**config.mk**
```make
export PLATFORM = sky130hd
export DESIGN_NAME = mra_divstage
export DESIGN_NICKNAME = d
export VERILOG_FILES = /design/src/sv/mra_pkg.sv /design/src/sv/mra_divstage.sv
export SDC_FILE = /design/constraint.sdc
export NUM_CORES = 1
export LEC_CHECK = 0
export ABC_AREA = 1
export ABC_CLOCK_PERIOD_IN_PS = 900
export BUFFER_PORTS_ARGS = -buffer_cell sky130_fd_sc_hd__buf_2
export CAP_MARGIN = 10
export CORE_ASPECT_RATIO = 0.6
export CORE_MARGIN = 4
export CORE_UTILIZATION = 45
export DETAILED_ROUTE_END_ITERATION = 7
export PLACE_DENSITY = 0.69
export SYNTH_ARGS = -nofsm -noshare
export SYNTH_HDL_FRONTEND = slang
export SYNTH_SLANG_ARGS = --single-unit
export TNS_END_PERCENT = 1
```
**constraint.sdc**
```tcl
create_clock -name clk -period 0.9 [get_ports clk]
set_input_delay 0.045 -clock clk [delete_from_list [all_inputs] [get_ports clk]]
set_output_delay 0.045 -clock clk [all_outputs]
set_load 0.02 [all_outputs]
```
**src/sv/mra_pkg.sv**
```systemverilog
// shared types, codes and helpers of the mixed-radix signed arithmetic unit
// no dependencies
package mra_pkg;

	localparam logic [2:0] CMD_ADD  = 3'd0;
	localparam logic [2:0] CMD_SUB  = 3'd1;
	localparam logic [2:0] CMD_MUL  = 3'd2;
	localparam logic [2:0] CMD_DIV  = 3'd3;
	localparam logic [2:0] CMD_FROMI = 3'd4;
	localparam logic [2:0] CMD_TOI  = 3'd5;

	localparam int MAG_W = 23;
	localparam int NUM_W = 46;
	localparam int DIV_STEPS = 3;
	localparam logic [MAG_W-1:0] MODULUS = 23'd4320000;

	typedef struct packed {
		logic [2:0]       cmd;
		logic             sa;
		logic             sx;
		logic [23:0]      ires;
		logic [NUM_W-1:0] nq;
		logic [MAG_W:0]   rem;
		logic [MAG_W-1:0] den;
	} div_item_t;

	// exact for v below 6553600
	function automatic logic [15:0] div100(input logic [MAG_W-1:0] v);
		logic [48:0] p;
		p = 49'(v) * 49'd42949673;
		return p[47:32];
	endfunction

	// exact for t below 61440
	function automatic logic [9:0] div60(input logic [15:0] t);
		logic [34:0] p;
		p = 35'(t) * 35'd279621;
		return p[33:24];
	endfunction

endpackage

```
**src/sv/mra_divstage.sv**
```systemverilog
// one stage of the restoring divider, STEPS quotient bits per stage
// depends on mra_pkg
module mra_divstage #(
	parameter int STEPS = mra_pkg::DIV_STEPS,
	parameter int BASE  = 0
) (
	input  logic               clk,
	input  logic               arst_n,
	input  logic               en,
	input  logic               in_valid,
	input  mra_pkg::div_item_t in_item,
	output logic               out_valid,
	output mra_pkg::div_item_t out_item
);
	import mra_pkg::*;

	div_item_t        nxt;
	logic [MAG_W:0]   r2;
	logic             ge;

	always_comb begin
		nxt = in_item;
		r2  = '0;
		ge  = 1'b0;
		for (int j = 0; j < STEPS; j++) begin
			if (BASE + j < NUM_W) begin
				r2      = {nxt.rem[MAG_W-1:0], nxt.nq[NUM_W-1]};
				ge      = r2 >= {1'b0, nxt.den};
				nxt.rem = ge ? r2 - {1'b0, nxt.den} : r2;
				nxt.nq  = {nxt.nq[NUM_W-2:0], ge};
			end
		end
	end

	always_ff @(posedge clk or negedge arst_n) begin
		if (!arst_n) begin
			out_valid <= 1'b0;
		end else if (en) begin
			out_valid <= in_valid;
		end
	end

	always_ff @(posedge clk) begin
		if (en) begin
			out_item <= nxt;
		end
	end

endmodule

```
==> impl_metrics.py <==
metrics = {
    "run_status": {
        "outcome": "complete, but fails checks",
        "failed_checks": "negative setup slack",
    },
    "floorplan": {
        "die_h_um": 118,
        "core_area_um2": 19400,
        "start_util": 0.467,
        "fp.dieArea_um2": 22500,
        "ios": 249,
        "fp-row-count": 39,
        "die_w_um": 191,
    },
    "yosys": {
        "synth_area_leaders": "edfxtp_1 (40%), nand2_1 (16%), ha_1 (9.5%)",
        "synth_nets": 1347,
        "synth.most_common_cell": "nand2_1",
        "syn-cell-area_um2": 9060,
        "synth_top_area_frac": 0.405,
        "yosysSeqAreaShare": 0.407,
        "synthArstFlopShare": 0.00813,
        "yosysWarnings": 0,
        "postSynthAreaPerCell_um2": 7.88,
        "synth-edff-count": 122,
        "synth.largest_area_cell": "edfxtp_1",
        "ys_seq_elements": 123,
        "synth_flop_cell": "edfxtp_1",
        "synth_cells": 1149,
        "ys_types": 44,
        "synth_common_cells": "nand2_1 (385), inv_1 (156), edfxtp_1 (122), ha_1 (69), a21oi_1 (65)",
    },
    "power": {
        "p_per_area_nw_per_um2": 2610,
        "p_leak_uw": 0.00806,
        "p_total_uw": 42900,
        "vdd_ir_drop_max_mv": 1.97,
    },
    "timing": {
        "rsz0062_at_grt": "true",
        "fin_crit_ns": 5.30,
        "worst_pin_slew_ns": 0.757,
        "clock_skew_ns": 0,
        "setup_ws_ns": -4.40,
        "setup_violations": 150,
        "whs_ns": 0.0500,
        "fin_crit_sh": 5.89,
        "fmax_mhz": 189,
        "maxSlewHeadroom": 0.490,
        "slew_violations": 0,
        "report.final.hold_viol_count": 0,
    },
    "finish": {
        "post-route-util": 0.847,
        "layout-drive-gt1-share": 0.459,
        "area_delta_synth_final_pct": 81.2,
        "nNetsFinal": 2070,
    },
    "critical_path": {
        "worst_setup_path_start_kind": "primary input",
        "critPathLaunch": "in_item[20]",
        "r2r-start": "out_valid$_DFFE_PN0P_",
        "cp.required_ns": 1.07,
        "endpoint_kind": "register",
        "max_stage_delay_ns": 0.32,
        "crit_fanout": 12,
        "critical_path_arrival_ns": 5.47,
        "cp_common_cell": "nand2_2",
        "crit_type": "primary input to register",
        "cp_slowest_cell": "ha_4",
    },
    "grt": {
        "groute.usage.overall": 0.353,
        "antenna_found_initial": 1,
        "grt_pass1_vias": 11200,
        "grt_overflow_total": 0,
        "grt_max_degree": 48,
        "grt_pass1_wl_mm": 61.5,
    },
    "detailed_routing": {
        "drcViolationCount": 0,
        "viasPerCell": 5.59,
        "route.vias.total": 12000,
        "first_pass_iters": 6,
        "first_iter_violations": 1854,
        "antenna_left": 0,
        "wirelength_mm": 45.5,
        "routedWlPerCell_um": 21.1,
    },
    "min_path": {
        "min-delay-start": "in_item[90]",
        "hold_path.class": "primary input to register",
    },
    "clocking": {
        "clk_latency_ns": 0.43,
        "clk_pin_slew_ns": 0.06,
        "clockBufferDepth": 2,
        "cts_tree": "yes",
        "cts_made_buffers": 17,
        "cts_root_buf": "clkbuf_16",
        "clock-sinks": 123,
        "htree_levels": 4,
    },
    "place": {
        "dp.final_hpwl_mm": 28.0,
        "pre_cts_slack_ns": -5.23,
        "io_buffers": 247,
        "gp_congestion": 1.00,
    },
    "flow_run": {
        "cap_violations": 0,
    },
}
## flip-flops by register name (all words and copies together), names as in the netlist
signal / cells
out_valid: 1
out_item: 122
## layer usage
layer / part of all wire / GRT usage / wire (um) / vias up
li1: - / - / - / 5274
met1: 0.38 / 0.469 / 17300 / 5522
met2: 0.43 / 0.551 / 19700 / 991
met3: 0.13 / 0.102 / 5990 / 236
met4: 0.054 / 0.127 / 2440 / 0
met5: 0 / 0 / 0 / -
## cell usage in the layout, fill, tap and decap left out, drive strengths merged, types with 2 or more instances in the layout
cell type / n
buf: 613
nand2: 395
inv: 168
edfxtp: 122
dlygate4sd3: 99
nand3: 71
ha: 69
a21oi: 68
nor2: 62
o21ai: 40
nand4: 36
xnor2: 24
xor2: 23
clkbuf: 20
nor3: 15
o21bai: 9
nand3b: 9
clkinv: 9
clkinvlp: 4
a31oi: 4
bufinv: 4
nor4: 3
o21a: 3
fa: 3
or2: 3
a21o: 2
## through the flow
| step | TNS (ns) | cells | area, um^2 |
|---|---|---|---|
| after floorplan | -96.57 | 1149 | 9750 |
| after global placement | -128.17 | 1993 | 13900 |
| after detailed placement | -133.89 | 1993 | 13900 |
| after CTS | -113.40 | 2129 | 15700 |
| after global routing | -133.10 | 2152 | 16400 |
| final | -125.65 | 2152 | 16400 |
## where the power goes
group          internal (uW)  switching [uW]  leakage, uW  total, uW
clock network           4590            2780     0.000288       7370
registers               7750             403      0.00121       8150
logic                  11800           15600      0.00657      27400
total                  24200           18700      0.00806      42900
## what timing repair did
action                     in CTS  in global routing
hold endpoints to repair      100                  0
cloned                          3                  8
setup buffers                   2                 14
setup endpoints to repair     150                150
gates resized for setup        36                117
pin swaps                       5                 23
hold buffers                   99                  0
## cells by family (layout without fill, tap and decap cells)
logic type / count (synthesis) / count (layout) / synth area share
flops: 123 / 123 / 0.407
fa+ha+maj: 72 / 72 / 0.102
xor+xnor: 47 / 47 / 0.0455
buf+inv: 188 / 917 / 0.0846
other cells: 0 / 1 / 0
mux: 1 / 1 / 0.00124
compound gates: 128 / 129 / 0.0800
simple gates: 590 / 596 / 0.279
## worst max-delay path, delay by kind of cell
| kind | cells | cell delay (ns) |
|---|---|---|
| AND/OR/NAND/NOR | 24 | 3.11 |
| buffers and inverters | 9 | 1.21 |
| adder cells (fa/ha/maj) | 3 | 0.88 |
| AO/OA/AOI/OAI | 2 | 0.17 |
## cell type report
class	instances	area (um^2)
multi-input combinational	845	5860
clock buffer	18	429
inverter	170	673
antenna	1	2.50
timing repair buffer	714	5230
sequential	123	3690
tap	266	333
timing repair inverter	1	16.3
clock inverter	14	176
fill	1067	2960
## worst paths after layout
check	end	slack [ns]	cells past startpoint
setup / recovery	out_item[31]$_DFFE_PP_	-4.40	38
hold / removal	out_item[23]$_DFFE_PP_	0.05	4
setup reg to reg	out_valid$_DFFE_PN0P_	0.13	1
hold reg to reg	out_valid$_DFFE_PN0P_	0.55	1
max in group asynchronous	out_valid$_DFFE_PN0P_	0.34	3
min in group asynchronous	out_valid$_DFFE_PN0P_	0.46	3
Note: power is estimated with default switching activity, not from simulation.
