File: src/sv/mra_pkg.sv
// shared types, codes and helpers of the mixed-radix signed arithmetic unit
// no dependencies
package mra_pkg;

	localparam logic [2:0] CMD_ADD  = 3'd0;
	localparam logic [2:0] CMD_SUB  = 3'd1;
	localparam logic [2:0] CMD_MUL  = 3'd2;
	localparam logic [2:0] CMD_DIV  = 3'd3;
	localparam logic [2:0] CMD_FROMI = 3'd4;
	localparam logic [2:0] CMD_TOI  = 3'd5;

	localparam int MAG_W = 23;
	localparam int NUM_W = 46;
	localparam int DIV_STEPS = 3;
	localparam logic [MAG_W-1:0] MODULUS = 23'd4320000;

	typedef struct packed {
		logic [2:0]       cmd;
		logic             sa;
		logic             sx;
		logic [23:0]      ires;
		logic [NUM_W-1:0] nq;
		logic [MAG_W:0]   rem;
		logic [MAG_W-1:0] den;
	} div_item_t;

	// exact for v below 6553600
	function automatic logic [15:0] div100(input logic [MAG_W-1:0] v);
		logic [48:0] p;
		p = 49'(v) * 49'd42949673;
		return p[47:32];
	endfunction

	// exact for t below 61440
	function automatic logic [9:0] div60(input logic [15:0] t);
		logic [34:0] p;
		p = 35'(t) * 35'd279621;
		return p[33:24];
	endfunction

endpackage

File: src/sv/mra_front.sv
// operand decode: magnitudes, then sum, difference, product, divider and integer-conversion operands
// depends on mra_pkg
module mra_front (
	input  logic                  clk,
	input  logic                  arst_n,
	input  logic                  en,
	input  logic                  in_valid,
	input  logic [2:0]            cmd,
	input  logic                  a_sign,
	input  logic [3:0]            a_hours,
	input  logic [5:0]            a_minutes,
	input  logic [5:0]            a_seconds,
	input  logic [6:0]            a_millis,
	input  logic                  b_sign,
	input  logic [3:0]            b_hours,
	input  logic [5:0]            b_minutes,
	input  logic [5:0]            b_seconds,
	input  logic [6:0]            b_millis,
	input  logic [31:0]           int_value,
	output logic                  valid_s2,
	output mra_pkg::div_item_t    item_s2
);
	import mra_pkg::*;

	logic             valid_s1;
	logic [2:0]       cmd_s1;
	logic             sa_s1, sb_s1;
	logic [MAG_W-1:0] ma_s1, mb_s1;
	logic [31:0]      iv_s1;

	logic [MAG_W-1:0] ma, mb, diff;
	logic [MAG_W:0]   sum;
	logic [NUM_W-1:0] prod;
	logic [31:0]      iabs;
	logic             ge, do_add;
	div_item_t        nxt;

	assign ma = 23'(a_hours) * 23'd360000 + 23'(a_minutes) * 23'd6000
		+ 23'(a_seconds) * 23'd100 + 23'(a_millis);
	assign mb = 23'(b_hours) * 23'd360000 + 23'(b_minutes) * 23'd6000
		+ 23'(b_seconds) * 23'd100 + 23'(b_millis);

	always_ff @(posedge clk or negedge arst_n) begin
		if (!arst_n) begin
			valid_s1 <= 1'b0;
			valid_s2 <= 1'b0;
		end else if (en) begin
			valid_s1 <= in_valid;
			valid_s2 <= valid_s1;
		end
	end

	always_ff @(posedge clk) begin
		if (en) begin
			cmd_s1  <= cmd;
			sa_s1   <= a_sign;
			sb_s1   <= b_sign;
			ma_s1   <= ma;
			mb_s1   <= mb;
			iv_s1   <= int_value;
			item_s2 <= nxt;
		end
	end

	always_comb begin
		sum    = {1'b0, ma_s1} + {1'b0, mb_s1};
		ge     = ma_s1 >= mb_s1;
		diff   = ge ? ma_s1 - mb_s1 : mb_s1 - ma_s1;
		prod   = NUM_W'(ma_s1) * NUM_W'(mb_s1);
		iabs   = iv_s1[31] ? 32'd0 - iv_s1 : iv_s1;
		do_add = (cmd_s1 == CMD_ADD) ? (sa_s1 == sb_s1) : (sa_s1 != sb_s1);
		nxt      = '0;
		nxt.cmd  = cmd_s1;
		nxt.sa   = sa_s1;
		nxt.den  = MODULUS;
		case (cmd_s1)
			CMD_ADD, CMD_SUB: begin
				nxt.nq = do_add ? NUM_W'(sum) : NUM_W'(diff);
				nxt.sx = (do_add || ge) ? sa_s1 : ~sa_s1;
			end
			CMD_MUL: begin
				nxt.nq = prod;
				nxt.sx = sa_s1 ^ sb_s1;
			end
			CMD_DIV: begin
				nxt.nq  = NUM_W'(ma_s1);
				nxt.den = mb_s1;
				nxt.sx  = sa_s1 ^ sb_s1;
			end
			CMD_FROMI: begin
				nxt.nq = NUM_W'(iabs);
				nxt.sx = iv_s1[31];
			end
			CMD_TOI: begin
				nxt.ires = sa_s1 ? 24'd0 - 24'(ma_s1) : 24'(ma_s1);
			end
			default: begin
				nxt.cmd = cmd_s1;
			end
		endcase
	end

endmodule

File: config.mk
export PLATFORM = sky130hd
export DESIGN_NAME = mra_front
export DESIGN_NICKNAME = d
export VERILOG_FILES = /design/src/sv/mra_pkg.sv /design/src/sv/mra_front.sv
export SDC_FILE = /design/constraint.sdc
export NUM_CORES = 2
export LEC_CHECK = 0
export ABC_AREA = 1
export ABC_CLOCK_PERIOD_IN_PS = 15600
export BUFFER_PORTS_ARGS = -buffer_cell sky130_fd_sc_hd__buf_2
export CAP_MARGIN = 20
export CORE_MARGIN = 10
export CORE_UTILIZATION = 40
export CTS_CLUSTER_DIAMETER = 30
export DETAILED_ROUTE_END_ITERATION = 16
export SYNTH_ARGS = -nofsm -noshare
export SYNTH_HDL_FRONTEND = slang
export SYNTH_SLANG_ARGS = --single-unit
File: constraint.sdc
create_clock -name clk -period 15.6 [get_ports clk]
set_clock_uncertainty 0.2 [all_clocks]
set_input_delay 0.78 -clock clk [delete_from_list [all_inputs] [get_ports clk]]
set_output_delay 0.78 -clock clk [all_outputs]
set_load 0.01 [all_outputs]
==> results.json <==
{
  "worst_pin_slew_ns": 0.946,
  "row_count": 113,
  "via_per_inst": 5.16,
  "drive_gt1_frac": 0.0633,
  "synth-compound-area-share": 0.0743,
  "slew_viol_final": 0,
  "slew_headroom": 0.369,
  "cp_max_fo": 29,
  "area_delta_synth_final_pct": 7.28,
  "dieArea_um2": 109000,
  "grt_pass1_vias": 33387,
  "grt_start_max_net_pins": 65,
  "coreArea_um2": 95300,
  "ys_seq_area_frac": 0.142,
  "detail_route.first_pass.iterations": 6,
  "drtAntennaViolNets": 0,
  "finalSetupViolCount": 0,
  "vias": 33489,
  "dpl.hpwl_um": 109000,
  "clk_latency_ns": 0.53,
  "post_cts_resized": 0,
  "max_cap_violations": 0,
  "drc_errors": 0,
  "port-buffer-count": 185,
  "cp.required_ns": 15.66,
  "fmax_mhz": 132,
  "cp.arrival_ns": 7.66,
  "synth-async-reset-ratio": 0.0109,
  "gp_congestion": 0.984,
  "wl_per_cell_um": 20.9,
  "drt_iter0_drc": 3176,
  "clkTransAtPathRegs_ns": 0.09,
  "yosys_warnings": 0,
  "rsz0062_at_grt": "no",
  "hp-class": "primary input to flip-flop",
  "fin_crit_ns": 7.60,
  "synth_area_per_cell_um2": 7.55,
  "cts_num_sinks": 183,
  "cts_root_buffer": "clkbuf_16",
  "synth_edf_count": 181,
  "postCtsSetupBuffers": 0,
  "yosysUniqueCellTypes": 56,
  "hold_buffers": 1,
  "ys_ff_latch": 183,
  "syn_inst": 5110,
  "pin_count": 210,
  "critPathKind": "flip-flop to flip-flop",
  "synth_flop_cell": "edfxtp_1",
  "synth_top_family_by_area": "adder cells",
  "antenna_cells": 0,
  "grt_first_pass_wirelength_um": 206000,
  "synth_simple_gate_area_frac": 0.199,
  "endpoint_kind": "flip-flop",
  "overflow": 0,
  "die_x_um": 331,
  "tns_ns": 0,
  "worstSetupStartpointType": "flip-flop",
  "totalWireLength_um": 135000,
  "cts_buffers": 17,
  "cts_tree": "yes",
  "antenna_found_initial": 8,
  "yosys.area_share.xor_xnor": 0.0279,
  "nets": 6273,
  "syn_area_um2": 38600,
  "clockBufferDepth": 2,
  "synthAdderAreaFrac": 0.414,
  "grt_usage": 0.250,
  "final-hold-violation-count": 0,
  "finalCritPeriodShare": 0.487,
  "muxShareOfSynthArea": 0,
  "outcome": "complete, no violations",
  "start_util": 0.405,
  "die_h_um": 331,
  "cts_max_level": 4
}
## cells in the final DEF, fill, tap and decap left out, types with 34 or more instances in the layout
| cell type | synthesis | routed |
|---|---|---|
| nand2_1 | 1276 | 1276 |
| inv_1 | 1214 | 1214 |
| fa_1 | 509 | 509 |
| ha_1 | 463 | 463 |
| nor2_1 | 315 | 313 |
| a21oi_1 | 246 | 246 |
| buf_2 | 15 | 184 |
| nand3_1 | 181 | 181 |
| edfxtp_1 | 181 | 181 |
| o21ai_0 | 161 | 161 |
| xor2_1 | 86 | 86 |
| buf_4 | 35 | 58 |
| nor3_1 | 43 | 41 |
| nand4_1 | 34 | 34 |
## cell type report
cell class	instances	area, um^2
Clock buffer	17	425
Tap cell	1265	1580
Timing Repair Buffer	244	1380
Clock inverter	15	191
Sequential cell	183	5490
Multi-Input combinational cell	3540	27700
Fill cell	9960	53900
Inverter	1228	4610
## kinds of logic after synthesis
group	count (synthesis)
AND/OR/NAND/NOR	1900
buffers and inverters	1410
AO/OA/AOI/OAI	523
adder cells (fa/ha/maj)	972
flip-flops	183
XOR/XNOR	121
other	1
## Yosys cell counts, drive strengths merged (44+ instances only)
library cell,n,area (um^2)
a21oi,250,1270
buf,63,428
clkbuf,119,447
edfxtp,181,5440
fa,509,10200
ha,463,5790
inv,1226,4600
nand2,1287,4860
nand3,183,926
nor2,326,1270
nor3,44,225
o21ai,182,918
xor2,87,769
## worst paths after layout
path | slack (ns) | start | cells past startpoint | end
max | 8.00 | ma_s1[9]$_DFFE_PP_ | 24 | item_s2[66]$_DFFE_PP_
min | 0.23 | int_value[15] | 1 | iv_s1[15]$_DFFE_PP_
max reg2reg | 8.00 | ma_s1[9]$_DFFE_PP_ | 24 | item_s2[66]$_DFFE_PP_
min reg2reg | 0.31 | valid_s1$_DFFE_PN0P_ | 2 | valid_s2$_DFFE_PN0P_
max in group asynchronous | 14.67 | arst_n | 2 | valid_s1$_DFFE_PN0P_
min in group asynchronous | 0.42 | arst_n | 2 | valid_s2$_DFFE_PN0P_
## per-layer routing
layer  up-vias  routed length (um)  part of all wire  global-route usage
met5         -                  27           0.00020                   0
met4         4                4980             0.037              0.0844
met3       220               10800             0.080              0.0469
met2      1361               61300              0.45               0.398
met1     16195               58300              0.43               0.337
li1      15709                   -                 -                   -
## sequential cells by signal, indices dropped and copies added (netlist names)
register,cells
sb_s1,1
sa_s1,1
valid_s1,1
cmd_s1,3
valid_s2,1
ma_s1,23
item_s2,98
iv_s1,32
mb_s1,23
## per-stage QoR
| stage | instances | hold WS [ns] | util | area, um^2 | setup WS, ns |
|---|---|---|---|---|---|
| floorplan | 5133 | 0.221 | - | 38700 | 9.06 |
| finish | 6492 | 0.229 | 0.434 | 41400 | 8.00 |
| global placement | 6459 | 0.288 | 0.428 | 40700 | 8.04 |
| detailed placement | 6459 | 0.301 | 0.428 | 40700 | 8.06 |
| global route | 6492 | 0.210 | 0.434 | 41400 | 7.75 |
| CTS | 6492 | 0.199 | 0.434 | 41400 | 8.01 |
## critical path, cell delays in order (launching register included)
cell	delay, ns
edfxtp_1	0.33
buf_4	0.39
ha_1	0.25
inv_1	0.12
fa_1	0.51
fa_1	0.56
inv_1	0.06
fa_1	0.50
inv_1	0.06
fa_1	0.53
inv_1	0.06
fa_1	0.53
fa_1	0.55
inv_1	0.07
fa_1	0.55
inv_1	0.05
ha_1	0.39
a21oi_1	0.28
o21ai_0	0.21
a21oi_1	0.31
nand2_1	0.25
nor2_1	0.19
o22ai_1	0.10
nor2_1	0.13
nand2_1	0.09
Power is not shown: default switching activity piles up to over one toggle a cycle in this logic, so the estimate is an artifact.
