<file path="config.mk">
export PLATFORM = sky130hd
export DESIGN_NAME = mra_split
export DESIGN_NICKNAME = d
export VERILOG_FILES = /design/src/sv/mra_pkg.sv /design/src/sv/mra_split.sv
export SDC_FILE = /design/constraint.sdc
export NUM_CORES = 2
export LEC_CHECK = 0
export BUFFER_PORTS_ARGS = -buffer_cell sky130_fd_sc_hd__buf_2
export CORE_ASPECT_RATIO = 0.6
export CORE_UTILIZATION = 45
export CTS_BUF_LIST = sky130_fd_sc_hd__clkbuf_8
export DETAILED_ROUTE_END_ITERATION = 8
export SYNTH_ARGS = -nofsm -noshare
export SYNTH_HDL_FRONTEND = slang
export SYNTH_SLANG_ARGS = --single-unit
</file>
<file path="constraint.sdc">
create_clock -name clk -period 6.9 [get_ports clk]
set_clock_uncertainty 0.15 [all_clocks]
set_input_delay 0.345 -clock clk [delete_from_list [all_inputs] [get_ports clk]]
set_output_delay 0.345 -clock clk [all_outputs]
set_load 0.03 [all_outputs]
</file>
<file path="src/sv/mra_pkg.sv">
// shared types, codes and helpers of the mixed-radix signed arithmetic unit
// no dependencies
package mra_pkg;

	localparam logic [2:0] CMD_ADD  = 3'd0;
	localparam logic [2:0] CMD_SUB  = 3'd1;
	localparam logic [2:0] CMD_MUL  = 3'd2;
	localparam logic [2:0] CMD_DIV  = 3'd3;
	localparam logic [2:0] CMD_FROMI = 3'd4;
	localparam logic [2:0] CMD_TOI  = 3'd5;

	localparam int MAG_W = 23;
	localparam int NUM_W = 46;
	localparam int DIV_STEPS = 3;
	localparam logic [MAG_W-1:0] MODULUS = 23'd4320000;

	typedef struct packed {
		logic [2:0]       cmd;
		logic             sa;
		logic             sx;
		logic [23:0]      ires;
		logic [NUM_W-1:0] nq;
		logic [MAG_W:0]   rem;
		logic [MAG_W-1:0] den;
	} div_item_t;

	// exact for v below 6553600
	function automatic logic [15:0] div100(input logic [MAG_W-1:0] v);
		logic [48:0] p;
		p = 49'(v) * 49'd42949673;
		return p[47:32];
	endfunction

	// exact for t below 61440
	function automatic logic [9:0] div60(input logic [15:0] t);
		logic [34:0] p;
		p = 35'(t) * 35'd279621;
		return p[33:24];
	endfunction

endpackage

</file>
<file path="src/sv/mra_split.sv">
// result fixup and signs, then digit split by reciprocal multiplies
// depends on mra_pkg
module mra_split (
	input  logic               clk,
	input  logic               arst_n,
	input  logic               en,
	input  logic               in_valid,
	input  mra_pkg::div_item_t in_item,
	output logic               out_valid,
	output logic               status,
	output logic               q_sign,
	output logic [3:0]         q_hours,
	output logic [5:0]         q_minutes,
	output logic [5:0]         q_seconds,
	output logic [6:0]         q_millis,
	output logic               r_sign,
	output logic [3:0]         r_hours,
	output logic [5:0]         r_minutes,
	output logic [5:0]         r_seconds,
	output logic [6:0]         r_millis,
	output logic [23:0]        int_result
);
	import mra_pkg::*;

	logic             v_s1, v_s2, v_s3, v_s4;
	logic             st_s1, st_s2, st_s3, st_s4;
	logic             qs_s1, qs_s2, qs_s3, qs_s4;
	logic             rs_s1, rs_s2, rs_s3, rs_s4;
	logic [23:0]      ir_s1, ir_s2, ir_s3, ir_s4;
	logic [MAG_W-1:0] qv_s1, rv_s1, qv_s2, rv_s2;
	logic [15:0]      qt_s2, rt_s2, qt_s3, rt_s3;
	logic [9:0]       qm_s3, rm_s3, qm_s4, rm_s4;
	logic [6:0]       qms_s3, rms_s3, qms_s4, rms_s4;
	logic [5:0]       qsec_s4, rsec_s4;
	logic [3:0]       qu_s4, ru_s4;

	logic [MAG_W-1:0] qm, rm, qv, rv;
	logic             st, qs, rs;
	logic [23:0]      ir;

	always_comb begin
		qm = in_item.nq[MAG_W-1:0];
		rm = in_item.rem[MAG_W-1:0];
		qv = '0;
		rv = '0;
		st = 1'b0;
		qs = 1'b0;
		rs = 1'b0;
		ir = '0;
		case (in_item.cmd)
			CMD_ADD, CMD_SUB, CMD_FROMI: begin
				qv = rm;
				qs = in_item.sx;
			end
			CMD_MUL: begin
				qv = rm;
				qs = in_item.sx && (rm != '0);
			end
			CMD_DIV: begin
				if (in_item.den == '0) begin
					st = 1'b1;
				end else begin
					qv = (qm >= MODULUS) ? qm - MODULUS : qm;
					rv = (rm >= MODULUS) ? rm - MODULUS : rm;
					qs = in_item.sx && (qm != '0);
					rs = in_item.sa && (rm != '0);
				end
			end
			CMD_TOI: begin
				ir = in_item.ires;
			end
			default: begin
				st = 1'b0;
			end
		endcase
	end

	always_ff @(posedge clk or negedge arst_n) begin
		if (!arst_n) begin
			v_s1 <= 1'b0;
			v_s2 <= 1'b0;
			v_s3 <= 1'b0;
			v_s4 <= 1'b0;
			out_valid <= 1'b0;
		end else if (en) begin
			v_s1 <= in_valid;
			v_s2 <= v_s1;
			v_s3 <= v_s2;
			v_s4 <= v_s3;
			out_valid <= v_s4;
		end
	end

	always_ff @(posedge clk) begin
		if (en) begin
			st_s1 <= st;
			qs_s1 <= qs;
			rs_s1 <= rs;
			ir_s1 <= ir;
			qv_s1 <= qv;
			rv_s1 <= rv;

			st_s2 <= st_s1;
			qs_s2 <= qs_s1;
			rs_s2 <= rs_s1;
			ir_s2 <= ir_s1;
			qv_s2 <= qv_s1;
			rv_s2 <= rv_s1;
			qt_s2 <= div100(qv_s1);
			rt_s2 <= div100(rv_s1);

			st_s3  <= st_s2;
			qs_s3  <= qs_s2;
			rs_s3  <= rs_s2;
			ir_s3  <= ir_s2;
			qt_s3  <= qt_s2;
			rt_s3  <= rt_s2;
			qms_s3 <= 7'(qv_s2 - 23'(qt_s2) * 23'd100);
			rms_s3 <= 7'(rv_s2 - 23'(rt_s2) * 23'd100);
			qm_s3  <= div60(qt_s2);
			rm_s3  <= div60(rt_s2);

			st_s4   <= st_s3;
			qs_s4   <= qs_s3;
			rs_s4   <= rs_s3;
			ir_s4   <= ir_s3;
			qms_s4  <= qms_s3;
			rms_s4  <= rms_s3;
			qm_s4   <= qm_s3;
			rm_s4   <= rm_s3;
			qsec_s4 <= 6'(qt_s3 - 16'(qm_s3) * 16'd60);
			rsec_s4 <= 6'(rt_s3 - 16'(rm_s3) * 16'd60);
			qu_s4   <= 4'(div60(16'(qm_s3)));
			ru_s4   <= 4'(div60(16'(rm_s3)));

			status     <= st_s4;
			q_sign     <= qs_s4;
			r_sign     <= rs_s4;
			int_result <= ir_s4;
			q_millis   <= qms_s4;
			r_millis   <= rms_s4;
			q_seconds  <= qsec_s4;
			r_seconds  <= rsec_s4;
			q_minutes  <= 6'(qm_s4 - 10'(qu_s4) * 10'd60);
			r_minutes  <= 6'(rm_s4 - 10'(ru_s4) * 10'd60);
			q_hours    <= qu_s4;
			r_hours    <= ru_s4;
		end
	end

endmodule

</file>
==> report_table.html <==
<table>
<tr><th>Metric</th><th>Value</th></tr>
<tr><th colspan="2">Run status</th></tr>
<tr><td>Status</td><td>finished with violations</td></tr>
<tr><td>Violations in the final reports</td><td>DRC</td></tr>
<tr><th colspan="2">Routing</th></tr>
<tr><td>Number of antenna-violating nets in the routed design</td><td>0</td></tr>
<tr><td>Drt initial violations</td><td>1,606</td></tr>
<tr><td>WL/cell</td><td>19.2 um</td></tr>
<tr><td>Post-route DRC</td><td>10</td></tr>
<tr><td>Pre-Repair DR Iteration Count</td><td>9</td></tr>
<tr><td>Post-detailed-routing wire length</td><td>94,100 um</td></tr>
<tr><td>Vias after detailed routing</td><td>24,581</td></tr>
<tr><td>Vias per std cell</td><td>5.02</td></tr>
<tr><th colspan="2">Die</th></tr>
<tr><td>Die area</td><td>88,300 um^2</td></tr>
<tr><td>Overall die width</td><td>383 um</td></tr>
<tr><td>Number of placement rows</td><td>83</td></tr>
<tr><td>Ports placed on the boundary</td><td>200</td></tr>
<tr><td>Die Span Y</td><td>231 um</td></tr>
<tr><td>Effective utilization at floorplan</td><td>45.6%</td></tr>
<tr><td>CORE AREA</td><td>85,900 um^2</td></tr>
<tr><th colspan="2">Synth</th></tr>
<tr><td>Ys async rst share</td><td>1.35%</td></tr>
<tr><td>Register bit total from synthesis</td><td>370</td></tr>
<tr><td>Gate count of the mapped netlist</td><td>3,302</td></tr>
<tr><td>Combined area of all synthesized cells</td><td>39,200 um^2</td></tr>
<tr><td>Ys flop type</td><td>edfxtp_1</td></tr>
<tr><td>Number of warnings issued by yosys</td><td>0</td></tr>
<tr><td>Count of different cell masters after synthesis</td><td>77</td></tr>
<tr><td>Proportion of synthesized chip area in sequential cells</td><td>28.3%</td></tr>
<tr><td>Number of enable flip-flop cells after synthesis</td><td>365</td></tr>
<tr><td>Mean area per synthesized cell</td><td>11.9 um^2</td></tr>
<tr><td>Synthesized netlist net count</td><td>4,721</td></tr>
<tr><th colspan="2">Flow run</th></tr>
<tr><td>Max-capacitance violation count</td><td>0</td></tr>
<tr><th colspan="2">Setup path</th></tr>
<tr><td>Most prevalent standard cell on the critical path</td><td>fa_1</td></tr>
<tr><td>Peak fanout along the critical path</td><td>5</td></tr>
<tr><td>Crit. End Element</td><td>flop</td></tr>
<tr><td>Startpoint-to-endpoint class of the critical path</td><td>reg -&gt; reg</td></tr>
<tr><td>Data arrival time of the worst path</td><td>7.04 ns</td></tr>
<tr><td>Reg2reg end</td><td>rt_s2[14]</td></tr>
<tr><td>Worst r2r path cells</td><td>22</td></tr>
<tr><td>Slowest cell on the critical path</td><td>fa_1</td></tr>
<tr><td>Sort of element at the start of the critical path</td><td>flop</td></tr>
<tr><td>Reg2Reg Launch Point</td><td>rv_s1[5]</td></tr>
<tr><td>Register-to-register setup slack</td><td>0.14 ns</td></tr>
<tr><td>Worst path max stage delay</td><td>0.57 ns</td></tr>
<tr><td>Req. time, crit path</td><td>7.18 ns</td></tr>
<tr><td>Cells along the critical path</td><td>fa_1, inv_1, buf_4, ha_1, ha_1, inv_1, fa_1, fa_1, fa_1, fa_1, inv_1, ha_1, a21oi_1, o21ai_1, a2111oi_4, nor2_2, or3b_1, o21ai_2, buf_6, o2111ai_2, buf_4, xor2_1</td></tr>
<tr><th colspan="2">Cells and area</th></tr>
<tr><td>Number of nets in the finished design</td><td>5,113</td></tr>
<tr><td>Fraction of layout cells with a size suffix above 1</td><td>10.7%</td></tr>
<tr><td>Synthesis-to-finish area growth</td><td>13.4%</td></tr>
<tr><th colspan="2">CTS</th></tr>
<tr><td>Clock tree from TritonCTS</td><td>yes</td></tr>
<tr><td>Inserted Clock Buffers</td><td>61</td></tr>
<tr><td>Depth of the CTS H-tree</td><td>2</td></tr>
<tr><td>Buffer type at the clock tree root</td><td>clkbuf_8</td></tr>
<tr><td>Num Clock Sinks</td><td>370</td></tr>
<tr><td>Worst-case clock buffer depth</td><td>3</td></tr>
<tr><td>Clock slew seen by the registers of the worst setup and hold paths</td><td>0.06 ns</td></tr>
<tr><td>Worst-Skew Late Latency</td><td>0.74 ns</td></tr>
<tr><th colspan="2">STA</th></tr>
<tr><td>Worst slack on hold paths</td><td>0.0635 ns</td></tr>
<tr><td>Total of endpoints with negative setup slack in the final report</td><td>0</td></tr>
<tr><td>Number of hold violations in the final report</td><td>0</td></tr>
<tr><td>TNS Setup</td><td>0 ns</td></tr>
<tr><td>Highest Clock Rate</td><td>148 MHz</td></tr>
<tr><td>Least-Margin Pin Slew</td><td>1.12 ns</td></tr>
<tr><td>Headroom to the max-slew limit</td><td>25.1%</td></tr>
<tr><td>Max Slew Vio Count</td><td>0</td></tr>
<tr><td>Time the final worst path needs with I/O delays and setup</td><td>6.76 ns</td></tr>
<tr><td>Post-route clock period utilization</td><td>98.0%</td></tr>
<tr><td>Unrepaired setup endpoints after global routing</td><td>true</td></tr>
<tr><th colspan="2">Global route</th></tr>
<tr><td>GR Overflow Total</td><td>0</td></tr>
<tr><td>Wire length of the first global-routing pass</td><td>147,000 um</td></tr>
<tr><td>Maximum number of pins on one net before global-route repair</td><td>165</td></tr>
<tr><td>Initial antenna violation count</td><td>1</td></tr>
<tr><td>Overall fraction of global-route tracks in use</td><td>22.0%</td></tr>
<tr><td>Via count of the first global-routing pass</td><td>25,219</td></tr>
<tr><th colspan="2">Worst hold path</th></tr>
<tr><td>Worst Hold Path EP</td><td>rv_s1[2]</td></tr>
<tr><td>Path class of the lowest-slack min-delay path</td><td>in -&gt; reg</td></tr>
<tr><td>Cell depth of the worst hold path</td><td>2</td></tr>
<tr><td>Hold Crit Start</td><td>in_item[25]</td></tr>
<tr><th colspan="2">Placement</th></tr>
<tr><td>HPWL reported at the end of detailed placement</td><td>78,400 um</td></tr>
<tr><td>IO Port Bufs</td><td>175</td></tr>
<tr><td>Routability-driven placement congestion ratio</td><td>0.977</td></tr>
</table>
==> worst max-delay path by stage <==
stage / from / endpoint / slack [ns] / depth (start not counted)
6_report: rv_s1[5] / rt_s2[14] / 0.14 / 22
5_1_grt: rv_s1[5] / rt_s2[14] / -0.05 / 25
4_1_cts: rv_s1[5] / rt_s2[14] / 0.06 / 23
3_5_place_dp: rv_s1[5] / rt_s2[14] / 0.11 / 23
3_3_place_gp: rv_s1[5] / rt_s2[14] / 0.06 / 23
2_1_floorplan: rv_s1[6] / rt_s2[15] / 0.25 / 23
==> timing repair <==
| item | in CTS | in global routing |
|---|---|---|
| endpoints found under the hold margin | 129 | 0 |
| setup buffers | 0 | 18 |
| resized for setup | 0 | 27 |
| hold buffers | 89 | 0 |
| setup endpoints to repair | 0 | 19 |
==> worst max-delay path: cells and delay by family, from the launching register on <==
family,cells,cell delay (ns)
flops,1,0.50
simple gates,2,0.44
buf+inv,6,0.63
compound gates,5,1.10
fa+ha+maj,8,3.50
xor+xnor,1,0.13
==> flip-flops by register name, indices dropped and copies added (netlist names), 7 cells and up <==
register and count:
ir_s3 24, qm_s3 10, qms_s3 7, int_result 24, q_millis 7, rms_s3 7
rms_s4 7, ir_s4 24, rv_s2 7, rt_s2 16, qv_s2 7, qt_s2 16
rm_s3 10, qv_s1 23, ir_s1 24, ir_s2 24, qms_s4 7, rv_s1 23
r_millis 7
==> cells by family (layout without fill, tap and decap cells) <==
logic type      after synthesis  after routing  synth area share (%)
simple gates                334            334                  4.53
fa+ha+maj                  1293           1293                  50.5
mux                           7              7                 0.198
xor+xnor                    126            126                  2.82
compound gates              338            338                  5.62
flops                       370            370                  28.3
other cells                   0              2                     0
buf+inv                     834           1277                  8.06
==> area by class of cell <==
type                    count  area (um^2)
repair buffers            349         2440
clock inverters            53          495
fillers                  7607        41400
inverters                 814         3060
diodes                      2         5.00
clock buffers              61          840
multi-input cells        2098        25100
well taps                1147         1440
flip-flops and latches    370        11100
==> layer usage <==
layer | routed length, um | GRT usage, % | vias up
li1 | - | - | 11791
met1 | 49400 | 35.8 | 11879
met2 | 31800 | 26.0 | 829
met3 | 11300 | 9.34 | 76
met4 | 1110 | 3.06 | 6
met5 | 366 | 3.00 | -
==> layout by cell type, fill, tap and decap left out, types with 6 or more instances in the layout <==
master         netlist  routed
inv_1              814     827
ha_1               812     807
fa_1               481     477
edfxtp_1           365     365
buf_2                0     174
xnor2_1             93      93
dlygate4sd3_1        0      89
a21oi_1             86      82
buf_4                0      82
nand2_1             73      73
clkbuf_8             0      61
a21o_1              59      59
nor2_1              60      59
o21ai_0             41      41
and2_1              38      38
xor2_1              33      33
nand3_1             27      27
o21ai_1             31      27
nand4_1             26      26
nor3_1              25      23
a211oi_1            14      14
and3_1              13      13
a31oi_1             13      13
o21a_1              13      13
clkinv_1             0      13
nor4_1              13      12
nor2b_1             11      11
a22o_1              11      11
o211ai_1            10      10
o21bai_1            10      10
bufinv_16            0       9
clkinv_2             0       9
nand2b_1             7       7
and4_1               6       6
mux2_2               6       6
==> through the flow <==
step           setup WS, ns  cells  area, um^2  utilization [%]
3_5_place_dp          0.106   4671       41900             48.8
5_1_grt             -0.0525   4893       44400             51.7
2_1_floorplan         0.250   3302       39200                -
3_3_place_gp         0.0584   4671       41900             48.8
4_1_cts              0.0586   4874       44200             51.4
6_report              0.141   4894       44400             51.7
==> synthesized netlist by cell type, types with 3 or more instances <==
master     number  share of area (%)
a2111oi_0       5               0.11
a211o_1         4              0.089
a211oi_1       14               0.27
a21o_1         59                1.1
a21oi_1        86                1.1
a221oi_1        4              0.089
a22o_1         11               0.25
a311oi_1        3              0.067
a31o_2          3              0.067
a31oi_1        13               0.21
a41oi_1         5               0.11
and2_1         38               0.61
and3_1         13               0.21
and4_1          6               0.13
clkbuf_1       16               0.15
dfrtp_1         5               0.32
edfxtp_1      365                 28
fa_1          481                 25
ha_1          812                 26
inv_1         814                7.8
mux2_2          6               0.17
nand2_1        73               0.70
nand2b_1        7               0.11
nand3_1        27               0.34
nand4_1        26               0.42
nand4b_1        3              0.067
nor2_1         60               0.57
nor2b_1        11               0.18
nor3_1         25               0.32
nor3_2          3              0.077
nor4_1         13               0.21
o2111ai_1       3              0.067
o211ai_1       10               0.19
o21a_1         13               0.25
o21ai_0        41               0.52
o21ai_1        31               0.40
o21bai_1       10               0.19
o31ai_1         5              0.096
or2_2           4              0.064
or3_1           5              0.080
xnor2_1        93                2.1
xor2_1         33               0.74
Power is not shown: default switching activity piles up to over one toggle a cycle in this logic, so the estimate is an artifact.
